`src/hdl/rcwt_pkg.sv`:
```
// ----------------------------------------------------------------------------
// Ray-cast wall column texel package
// Shared constants, beat types and the cosine table generator for the
// per-row wall, ceiling and floor decision pipeline.
// ----------------------------------------------------------------------------
package rcwt_pkg;

  // Fixed-point setup.
  localparam int FRAC_BITS       = 16;
  localparam int COS_TABLE_DEPTH = 1024;

  // Angle that maps to the last table entry, in Q2.14 radians.
  localparam int QuarterTurn = 25736;

  // Field widths.
  localparam int HitW    = 22;
  localparam int LenW    = 22;
  localparam int AngW    = 16;
  localparam int RowW    = 11;
  localparam int HeightW = 12;
  localparam int ColorW  = 24;
  localparam int TexRegW = 9;
  localparam int TexelW  = 8;
  localparam int CosW    = 16;

  // Configuration register indexes.
  localparam int CfgIdxW = 3;
  localparam logic [CfgIdxW-1:0] CfgScreenHeight  = 3'd0;
  localparam logic [CfgIdxW-1:0] CfgCeilingColor  = 3'd1;
  localparam logic [CfgIdxW-1:0] CfgFloorColor    = 3'd2;
  localparam logic [CfgIdxW-1:0] CfgTextureWidth  = 3'd3;
  localparam logic [CfgIdxW-1:0] CfgTextureHeight = 3'd4;

  // Cosine index: idx = |angle| * depth / QuarterTurn by reciprocal.
  localparam int IdxW       = $clog2(COS_TABLE_DEPTH);
  localparam int AngMagW    = AngW;
  localparam int CosXW      = AngMagW + IdxW;
  localparam int RecipShift = CosXW + 14;
  localparam int CosQW      = CosXW - 14;
  localparam longint unsigned CosRecip = (64'd1 << RecipShift) / QuarterTurn;

  // Wall height division: WQ = (H << (FRAC_BITS + 31)) / (len * cos).
  localparam int DenW      = LenW + CosW;
  localparam int NumShift  = FRAC_BITS - 1;
  localparam int RemW      = ((HeightW + NumShift) > DenW ? (HeightW + NumShift) : DenW) + 1;
  localparam int WqW       = 32;
  localparam int WqStages  = WqW / 2;

  // Row classification and texel row division.
  localparam int RowShift   = 17;
  localparam int SumW       = WqW + 2;
  localparam int ProdW      = SumW + TexRegW;
  localparam int TremW      = WqW + 2;
  localparam int TrowStages = TexelW / 2;

  // Face test.
  localparam int UW        = FRAC_BITS + 1;
  localparam int FracOne   = 1 << FRAC_BITS;
  localparam int EpsRound  = (FracOne + 50000) / 100000;
  localparam int Eps       = (EpsRound == 0) ? 1 : EpsRound;
  localparam int TexProdW  = UW + TexRegW;

  typedef enum logic [1:0] {
    RegionCeiling = 2'd0,
    RegionWall    = 2'd1,
    RegionFloor   = 2'd2
  } region_e;

  typedef enum logic [1:0] {
    FaceEast  = 2'd0,
    FaceWest  = 2'd1,
    FaceSouth = 2'd2,
    FaceNorth = 2'd3
  } face_e;

  // Input fields that travel along the pipeline.
  typedef struct packed {
    logic [HitW-1:0] hit_x;
    logic [HitW-1:0] hit_y;
    logic [LenW-1:0] ray_length;
    logic [RowW-1:0] row;
  } item_t;

  // Live configuration, texture sizes already clamped to 1..256.
  typedef struct packed {
    logic [HeightW-1:0] height;
    logic [ColorW-1:0]  ceiling;
    logic [ColorW-1:0]  floor_c;
    logic [TexRegW-1:0] tw;
    logic [TexRegW-1:0] th;
  } cfg_t;

  typedef struct packed {
    logic            valid;
    item_t           item;
    logic [CosW-1:0] cosine;
  } cos_beat_t;

  typedef struct packed {
    logic           valid;
    item_t          item;
    logic [WqW-1:0] wq;
  } ht_beat_t;

  typedef struct packed {
    region_e           region;
    face_e             face;
    logic [TexelW-1:0] texel_col;
    logic [TexelW-1:0] texel_row;
    logic [ColorW-1:0] fill;
  } result_t;

  typedef struct packed {
    logic    valid;
    result_t res;
  } res_beat_t;

  // Per-row data carried alongside the texel row division.
  typedef struct packed {
    region_e           region;
    face_e             face;
    logic [TexelW-1:0] texel_col;
    logic [ColorW-1:0] fill;
    logic              cap;
  } shade_meta_t;

  typedef logic [CosW-1:0] cos_rom_t [COS_TABLE_DEPTH];

  // One table entry: integer Taylor series in Q28, rounded to Q1.15.
  function automatic logic [CosW-1:0] cos_entry(input int unsigned k);
    longint unsigned x;
    longint unsigned x2;
    longint unsigned term;
    longint unsigned v;
    longint          sum;
    x    = ((64'(k) * 64'(QuarterTurn)) << 14) / 64'(COS_TABLE_DEPTH);
    x2   = (x * x) >> 28;
    term = 64'd1 << 28;
    sum  = longint'(term);
    for (int n = 0; n < 8; n++) begin
      term = ((term * x2) >> 28) / 64'((2 * n + 1) * (2 * n + 2));
      if ((n % 2) == 1) begin
        sum = sum + longint'(term);
      end else begin
        sum = sum - longint'(term);
      end
    end
    if (sum < 0) begin
      sum = 0;
    end
    v = (64'(sum) + 64'd4096) >> 13;
    if (v > 64'd32768) begin
      v = 64'd32768;
    end
    return v[CosW-1:0];
  endfunction

  // Whole table, evaluated at elaboration.
  function automatic cos_rom_t gen_cos_rom();
    cos_rom_t r;
    for (int k = 0; k < COS_TABLE_DEPTH; k++) begin
      r[k] = cos_entry(k);
    end
    return r;
  endfunction

endpackage

```
`src/hdl/rcwt_shade.sv`:
```
// ----------------------------------------------------------------------------
// Row shading
// Classifies the row as ceiling, wall or floor, picks the wall face and
// texel column, and divides out the texel row two bits per stage.
// ----------------------------------------------------------------------------
module rcwt_shade (
  input  logic                  clk_i,
  input  logic                  rst_ni,
  input  logic                  en_i,
  input  rcwt_pkg::ht_beat_t    beat_i,
  input  rcwt_pkg::cfg_t        cfg_i,
  output rcwt_pkg::res_beat_t   beat_o
);
  import rcwt_pkg::*;

  logic [SumW-1:0]       r17, h17, wqx, num_c;
  logic                  ceil_c, wall_c;
  logic [FRAC_BITS-1:0]  fx, fy;
  face_e                 face_c;
  logic [UW-1:0]         u_c;
  region_e               region_c;
  logic [ColorW-1:0]     fill_c;

  logic                  c1_vld_q;
  region_e               c1_region_q;
  face_e                 c1_face_q;
  logic [UW-1:0]         c1_u_q;
  logic [SumW-1:0]       c1_num_q;
  logic                  c1_cap_q;
  logic [ColorW-1:0]     c1_fill_q;
  logic [WqW-1:0]        c1_wq_q;

  logic [ProdW-1:0]      row_prod;
  logic [TexProdW-1:0]   col_prod;
  logic [TexRegW:0]      col_full;
  logic [TexRegW-1:0]    tw_m1, th_m1;
  logic [TexelW-1:0]     col_c;
  shade_meta_t           meta_c;

  logic [TrowStages:0]   vld_q;
  shade_meta_t           meta_q [TrowStages+1];
  logic [TremW-1:0]      dv_q   [TrowStages+1];
  logic [TremW-1:0]      rem_q  [TrowStages+1];
  logic [TexelW-1:0]     lo_q   [TrowStages+1];
  logic [TexelW-1:0]     quo_q  [TrowStages+1];

  logic [TremW-1:0]      rem_d  [TrowStages];
  logic [TexelW-1:0]     lo_d   [TrowStages];
  logic [TexelW-1:0]     quo_d  [TrowStages];
  logic [TremW-1:0]      shifted;

  // Stage 1: region compares and face selection.
  always_comb begin
    r17    = SumW'(beat_i.item.row) << RowShift;
    h17    = SumW'(cfg_i.height >> 1) << RowShift;
    wqx    = SumW'(beat_i.wq);
    num_c  = r17 + wqx - h17;
    ceil_c = (r17 + wqx) <= h17;
    wall_c = !ceil_c && (HeightW'(beat_i.item.row) <= cfg_i.height) && (r17 <= (h17 + wqx));
    fx     = beat_i.item.hit_x[FRAC_BITS-1:0];
    fy     = beat_i.item.hit_y[FRAC_BITS-1:0];
    if ((beat_i.item.hit_x >= HitW'(Eps)) && (UW'(fx) < UW'(Eps))) begin
      face_c = FaceEast;
      u_c    = UW'(fy);
    end else if ((UW'(fx) + UW'(Eps)) >= UW'(FracOne)) begin
      face_c = FaceWest;
      u_c    = UW'(FracOne) - UW'(fy);
    end else if ((beat_i.item.hit_y >= HitW'(Eps)) && (UW'(fy) < UW'(Eps))) begin
      face_c = FaceSouth;
      u_c    = UW'(FracOne) - UW'(fx);
    end else begin
      face_c = FaceNorth;
      u_c    = UW'(fx);
    end
    if (ceil_c) begin
      region_c = RegionCeiling;
      fill_c   = cfg_i.ceiling;
    end else if (wall_c) begin
      region_c = RegionWall;
      fill_c   = '0;
    end else begin
      region_c = RegionFloor;
      fill_c   = cfg_i.floor_c;
    end
  end

  // Stage 2: texel products and the column cap.
  always_comb begin
    tw_m1    = cfg_i.tw - 1'b1;
    th_m1    = cfg_i.th - 1'b1;
    row_prod = ProdW'(c1_num_q) * ProdW'(cfg_i.th);
    col_prod = TexProdW'(c1_u_q) * TexProdW'(cfg_i.tw);
    col_full = col_prod[FRAC_BITS +: TexRegW+1];
    col_c    = (col_full > (TexRegW+1)'(tw_m1)) ? tw_m1[TexelW-1:0] : col_full[TexelW-1:0];
    meta_c.region    = c1_region_q;
    meta_c.face      = (c1_region_q == RegionWall) ? c1_face_q : FaceEast;
    meta_c.texel_col = (c1_region_q == RegionWall) ? col_c : '0;
    meta_c.fill      = c1_fill_q;
    meta_c.cap       = c1_cap_q;
  end

  // Texel row division, two bits per stage, dividend bits shifted in.
  always_comb begin
    shifted = '0;
    for (int s = 0; s < TrowStages; s++) begin
      rem_d[s] = rem_q[s];
      lo_d[s]  = lo_q[s];
      quo_d[s] = quo_q[s];
      for (int j = 0; j < 2; j++) begin
        shifted  = {rem_d[s][TremW-2:0], lo_d[s][TexelW-1]};
        lo_d[s]  = {lo_d[s][TexelW-2:0], 1'b0};
        if (shifted >= dv_q[s]) begin
          rem_d[s] = shifted - dv_q[s];
          quo_d[s] = {quo_d[s][TexelW-2:0], 1'b1};
        end else begin
          rem_d[s] = shifted;
          quo_d[s] = {quo_d[s][TexelW-2:0], 1'b0};
        end
      end
    end
  end

  // Valid bits.
  always_ff @(posedge clk_i or negedge rst_ni) begin
    if (!rst_ni) begin
      c1_vld_q <= 1'b0;
      vld_q    <= '0;
    end else if (en_i) begin
      c1_vld_q <= beat_i.valid;
      vld_q    <= {vld_q[TrowStages-1:0], c1_vld_q};
    end
  end

  // Payload stages.
  always_ff @(posedge clk_i) begin
    if (en_i) begin
      c1_region_q <= region_c;
      c1_face_q   <= face_c;
      c1_u_q      <= u_c;
      c1_num_q    <= num_c;
      c1_cap_q    <= num_c >= {wqx[SumW-2:0], 1'b0};
      c1_fill_q   <= fill_c;
      c1_wq_q     <= beat_i.wq;
      meta_q[0]   <= meta_c;
      dv_q[0]     <= TremW'({c1_wq_q, 1'b0});
      rem_q[0]    <= row_prod[TexelW +: TremW];
      lo_q[0]     <= row_prod[TexelW-1:0];
      quo_q[0]    <= '0;
      for (int s = 0; s < TrowStages; s++) begin
        meta_q[s+1] <= meta_q[s];
        dv_q[s+1]   <= dv_q[s];
        rem_q[s+1]  <= rem_d[s];
        lo_q[s+1]   <= lo_d[s];
        quo_q[s+1]  <= quo_d[s];
      end
    end
  end

  // Result assembly; a row at or past the texture's bottom edge is capped.
  always_comb begin
    beat_o.valid          = vld_q[TrowStages];
    beat_o.res.region     = meta_q[TrowStages].region;
    beat_o.res.face       = meta_q[TrowStages].face;
    beat_o.res.texel_col  = meta_q[TrowStages].texel_col;
    beat_o.res.fill       = meta_q[TrowStages].fill;
    if (meta_q[TrowStages].region != RegionWall) begin
      beat_o.res.texel_row = '0;
    end else if (meta_q[TrowStages].cap) begin
      beat_o.res.texel_row = th_m1[TexelW-1:0];
    end else begin
      beat_o.res.texel_row = quo_q[TrowStages];
    end
  end

endmodule

```
`config.mk`:
```
export PLATFORM = sky130hd
export DESIGN_NAME = rcwt_shade
export DESIGN_NICKNAME = d
export VERILOG_FILES = /design/src/hdl/rcwt_pkg.sv /design/src/hdl/rcwt_shade.sv
export SDC_FILE = /design/constraint.sdc
export NUM_CORES = 2
export LEC_CHECK = 0
export BUFFER_PORTS_ARGS = -buffer_cell sky130_fd_sc_hd__buf_2
export CAP_MARGIN = 20
export CORE_ASPECT_RATIO = 2
export CORE_UTILIZATION = 59
export CTS_BUF_LIST = sky130_fd_sc_hd__clkbuf_8
export CTS_CLUSTER_SIZE = 16
export DETAILED_ROUTE_END_ITERATION = 10
export GPL_ROUTABILITY_DRIVEN = 1
export PLACE_DENSITY = 0.8
export REMOVE_ABC_BUFFERS = 1
export SYNTH_ARGS = -nofsm -noshare
export SYNTH_HDL_FRONTEND = slang
export SYNTH_SLANG_ARGS = --single-unit
```
`constraint.sdc`:
```
create_clock -name clk_i -period 6.9 [get_ports clk_i]
set_clock_uncertainty 0.2 [all_clocks]
set_input_delay 1.725 -clock clk_i [delete_from_list [all_inputs] [get_ports clk_i]]
set_output_delay 1.725 -clock clk_i [all_outputs]
set_load 0.005 [all_outputs]
```
======== Word level (Yosys, flattened, before mapping) ========
Memories as Yosys holds them, arrays and structs flattened.
Index checks and enable logic that the tools add are counted.
word-level totals
  output and inout bits ................... 45
  register bits after elaboration ......... 118
  RAM bits ................................ 605
  memories ................................ 5
  word-level logic and storage cells ...... 91
operators by class
  magnitude comparators ................... 18
  $mul .................................... 2
  $add $sub $neg .......................... 16
  mux-type cells .......................... 31
  reductions and logical operators ........ 6
  equal/unequal tests ..................... 2
memories
  memory  words  bits a word  read ports  clocked after Yosys merged registers in  wr ports  RTL line          text
  meta_q  5      37           5           0                                        5         rcwt_shade.sv:41  shade_meta_t meta_q [TrowStages+1];
  dv_q    5      34           4           0                                        5         rcwt_shade.sv:42  logic [TremW-1:0] dv_q [TrowStages+1];
  rem_q   5      34           4           0                                        5         rcwt_shade.sv:43  logic [TremW-1:0] rem_q [TrowStages+1];
  lo_q    5      8            4           0                                        5         rcwt_shade.sv:44  logic [TexelW-1:0] lo_q [TrowStages+1];
  quo_q   5      8            5           0                                        5         rcwt_shade.sv:45  logic [TexelW-1:0] quo_q [TrowStages+1];
operators with widths
  operator                                                                              number
  34-bit greater-or-equal comparator                                                    8
  34-bit two-way mux                                                                    4
  34-bit subtractor                                                                     4
  33-bit two-way mux                                                                    4
  33-bit subtractor                                                                     4
  28-bit by 32-bit adder with 33-bit output                                             2
  24-bit two-way mux                                                                    2
  22-bit by 1-bit greater-or-equal comparator with 1-bit output, second input constant  2
  34-bit by 9-bit multiplier with 42-bit output                                         1
  34-bit by 33-bit greater-or-equal comparator with 1-bit output                        1
  17-bit two-way mux                                                                    2
  17-bit by 16-bit subtractor with 17-bit output, first input constant                  2
  34-bit by 28-bit subtractor with 34-bit output                                        1
  28-bit by 33-bit <= comparator with 1-bit output                                      1
  33-bit by 28-bit <= comparator with 1-bit output                                      1
  16-bit by 1-bit < comparator with 1-bit output, second input constant                 2
  8-bit two-way mux                                                                     4
  17-bit by 9-bit multiplier with 26-bit output                                         1
  16-bit by 1-bit adder with 17-bit output, second input constant                       1
  17-bit greater-or-equal comparator, second input constant                             1
  16-bit two-way mux                                                                    1
  11-bit by 12-bit <= comparator with 1-bit output                                      1
  1-bit two-way mux                                                                     12
  10-bit by 9-bit > comparator with 1-bit output                                        1
  other kinds (8)                                                                       12

======== Logic depth before layout (Yosys ltp) ========
  depth in word-level cells ............... 7
  mapped depth ............................ 32
  mapped depth without buffers ............ 29

======== Worst setup path after synthesis ========
No wires, ideal clock.
  path kind ............................... input to register
  start ................................... input cfg_i[11] (netlist name)
  end ..................................... memory meta_q[0][27] (netlist name), data pin
  stages on the path ...................... 26
  arrival ................................. 7.692 ns
  slack ................................... -1.258 ns
  required time ........................... 6.433 ns
  cell sequence ........................... clkbuf_1 buf_1 nand2_1 fa_1 inv_1 fa_1 fa_1 inv_1 fa_1 inv_1 ha_1 and4_1 and2_1 a2111o_1 a21oi_1 o21ai_0 a31oi_1 o21bai_1 xnor2_1 inv_1 ha_1 nand2_1 nor3_1 o31ai_1 clkbuf_1 o31ai_1
RTL lines
  what         RTL line          text
  from (decl)  rcwt_shade.sv:11  input rcwt_pkg::cfg_t cfg_i,
  to (decl)    rcwt_shade.sv:41

==> metrics.yaml <==
hold_path.class: "flip-flop to flip-flop"
ys_warn_count: 0
final_max_slew_viol_count: 0
ys_types: 87
die_area_sq_um: 87650
via_count: 39868
clk_pin_slew_ns: 0.07
rsz0062_at_grt: "true"
ys_async_sr_fraction_pct: 1.024
layout_common_cells: "586 x inv_1, 580 x edfxtp_1, 481 x nand2_1, 466 x ha_1, 393 x buf_4"
worstMarginPinSlew_ns: 0.9433
root_buffer: "clkbuf_8"
grt_overflow_total: 0
final_layout_size_suffix_gt1_share_pct: 18.09
fmax_ghz: 0.1393
vias_per_cell: 5.852
violations: "setup timing"
gr-usage-met3_pct: 4.046
track_usage_pct: 31.34
grt_max_degree: 140
port_buffers: 213
synth_top_flop_cell: "edfxtp_1"
first_pass_iters: 6
grt_pass1_wl_microns: 212000
status: "finished, violations left"
die_w_microns: 209.9
fp-row-count: 152
cts_hold_buf: 0
criticalPathCategory: "input pin to flip-flop"
drc_errors: 0
postLayoutCellArea_sq_um: 58590
fin_crit_ns: 7.180
maxCapViolCount: 0
cp_max_fo: 6
critPathRequiredTime_ns: 7.16
gp_congestion: 0.9889
fill_cells: 6408
synth_cells: 5040
drt-initial-drc-count: 1779
netlist_area_sq_um: 50980
regArea_sq_um: 17570
core_area_sq_um: 85770
post-route-period-util_pct: 104.1
cts_buffers: 82
gr-usage-met2_pct: 61.01
hpwl_microns: 109100
insertion_delay_ns: 0.78
worstSetupStartpointType: "input pin"
relSlewSlack_pct: 36.53
final_common_cell: "inv_1"
drt-wirelength-per-cell_microns: 19.95
synth_top_area_share_pct: 34.17
synth_area_per_cell_sq_um: 10.11
ioPinCount: 236
totalWireLength_microns: 136000
hold_viol_final: 0
fp.dieH_microns: 417.7
fin_util_pct: 68.31
worst_slack_ns: -0.2799
cts_buffer_depth: 3
synth_edf_count: 580
multi_input_area_sq_um: 30870
cts_max_level: 3
top_usage_layer: "met2"
start_util_pct: 59.43
cp-end-kind: "flip-flop"
yosys-top-cells-area: "edfxtp_1 34%, fa_1 13%, ha_1 12%, inv_1 4.3%, nand2_1 3.6%"
setup-violations-final: 8
use_met1_pct: 25.83
worstPathArrival_ns: 7.44
antenna_found_initial: 15
ys_seq_area_share_pct: 34.46
clock-sinks: 586
place_area_sq_um: 56070
synth.largest_area_cell: "edfxtp_1"
grt_pass1_vias: 42819
syn_to_final_growth_pct: 14.94
ant_nets: 0
cts_tree: "built"
final_nets: 6581
synth_seq_cells: 586
metal layers:
metal	part of all wire (%)	routed length (microns)	up-vias
li1	-	-	18675
met1	30	41100	19321
met2	55	74710	1183
met3	3.3	4548	689
met4	11	15590	0
met5	0	0	-
layout make-up:
type,instances,share of cell area (%)
Antenna cell,15,0.06406
Clock buffer,83,1.950
Clock inverter,67,1.083
Inverter,583,3.735
Multi-Input combinational cell,3684,52.69
Sequential cell,586,29.98
Tap cell,1155,2.466
Timing Repair Buffer,640,8.029
registers in the layout, indices dropped and copies added, names as in the netlist, 15 cells and up:
| name | flops |
|---|---|
| c1_fill_q | 24 |
| c1_num_q | 34 |
| c1_u_q | 17 |
| c1_wq_q | 15 |
| dv_q | 128 |
| lo_q | 20 |
| meta_q | 185 |
| quo_q | 20 |
| rem_q | 132 |
worst max-delay path, stage by stage:
cell      delay, ns
buf_12         0.10
nand2_2        0.06
fa_1           0.54
inv_1          0.05
fa_1           0.48
fa_1           0.56
inv_2          0.04
fa_1           0.55
inv_2          0.05
ha_4           0.21
a21o_1         0.16
a21o_1         0.18
a2111o_1       0.45
a21oi_4        0.17
o21ai_2        0.11
a31oi_1        0.22
o21bai_1       0.10
xnor2_1        0.18
inv_1          0.13
ha_4           0.29
nand2_4        0.06
nor3_4         0.27
o21bai_4       0.18
o31ai_4        0.11
buf_6          0.16
nor3_4         0.23
nor3_2         0.07
metrics by stage:
step / instances / setup TNS [ns] / hold WS (ns) / setup WS, ns
6_report: 6813 / -1.347 / 0.1713 / -0.2799
5_1_grt: 6813 / -2.782 / 0.1934 / -0.4414
4_1_cts: 6789 / 0 / 0.1620 / 0.005341
3_5_place_dp: 6636 / -27.45 / 0.2045 / -1.334
3_3_place_gp: 6636 / -20.68 / 0.2003 / -1.168
2_1_floorplan: 4852 / -147.24 / 0.2003 / -1.859
what timing repair did:
| item | CTS | global route |
|---|---|---|
| buffers inserted | 5 | 8 |
| gates cloned | 1 | 1 |
| gates resized for setup | 87 | 87 |
| pin swaps | 61 | 69 |
| endpoints found under the setup margin | 72 | 85 |
cell usage after synthesis (all sizes together), types with 11 or more instances:
cell / instances
nand2: 494
mux2i: 32
a21o: 142
o211ai: 21
or3: 16
nor4: 26
or2: 16
xor2: 100
nor2: 265
nand3: 79
edfxtp: 580
ha: 474
mux2: 124
o31ai: 31
xnor2: 190
nor2b: 36
and3: 19
o21ai: 219
nand4: 55
a2111oi: 11
nor3: 70
fa: 339
clkbuf: 99
a21oi: 331
o21bai: 49
inv: 582
a21boi: 13
a211oi: 42
a31oi: 34
and2: 207
nand2b: 41
o21a: 36
buf: 89
kinds of logic after synthesis:
group                      share of synthesized area, %
xor gates and xnor gates                          4.982
muxes                                             3.441
adders and majority gates                         24.95
AOI/OAI and AO/OA                                 13.14
buffers and inverters                             6.030
and+or+nand+nor                                   13.00
DFF                                               34.46
worst paths after layout:
path                            depth (start not counted)  slack, ns                startpoint                     endpoint
worst min-delay path                                    0       0.17  meta_q[0][107]$_DFFE_PP_     meta_q[0][144]$_DFFE_PP_
worst min register to register                          0       0.17  meta_q[0][107]$_DFFE_PP_     meta_q[0][144]$_DFFE_PP_
worst max-delay path                                   27      -0.28                  cfg_i[9]  meta_q[0][30]$_SDFFCE_PP0P_
max in group asynchronous                               1       5.77                    rst_ni         vld_q[4]$_DFFE_PN0P_
worst max register to register                         25       0.05       c1_u_q[8]$_DFFE_PP_  meta_q[0][30]$_SDFFCE_PP0P_
min in group asynchronous                               1       0.59                    rst_ni         vld_q[2]$_DFFE_PN0P_
Power is not shown: default switching activity piles up to over one toggle a cycle in this logic, so the estimate is an artifact.
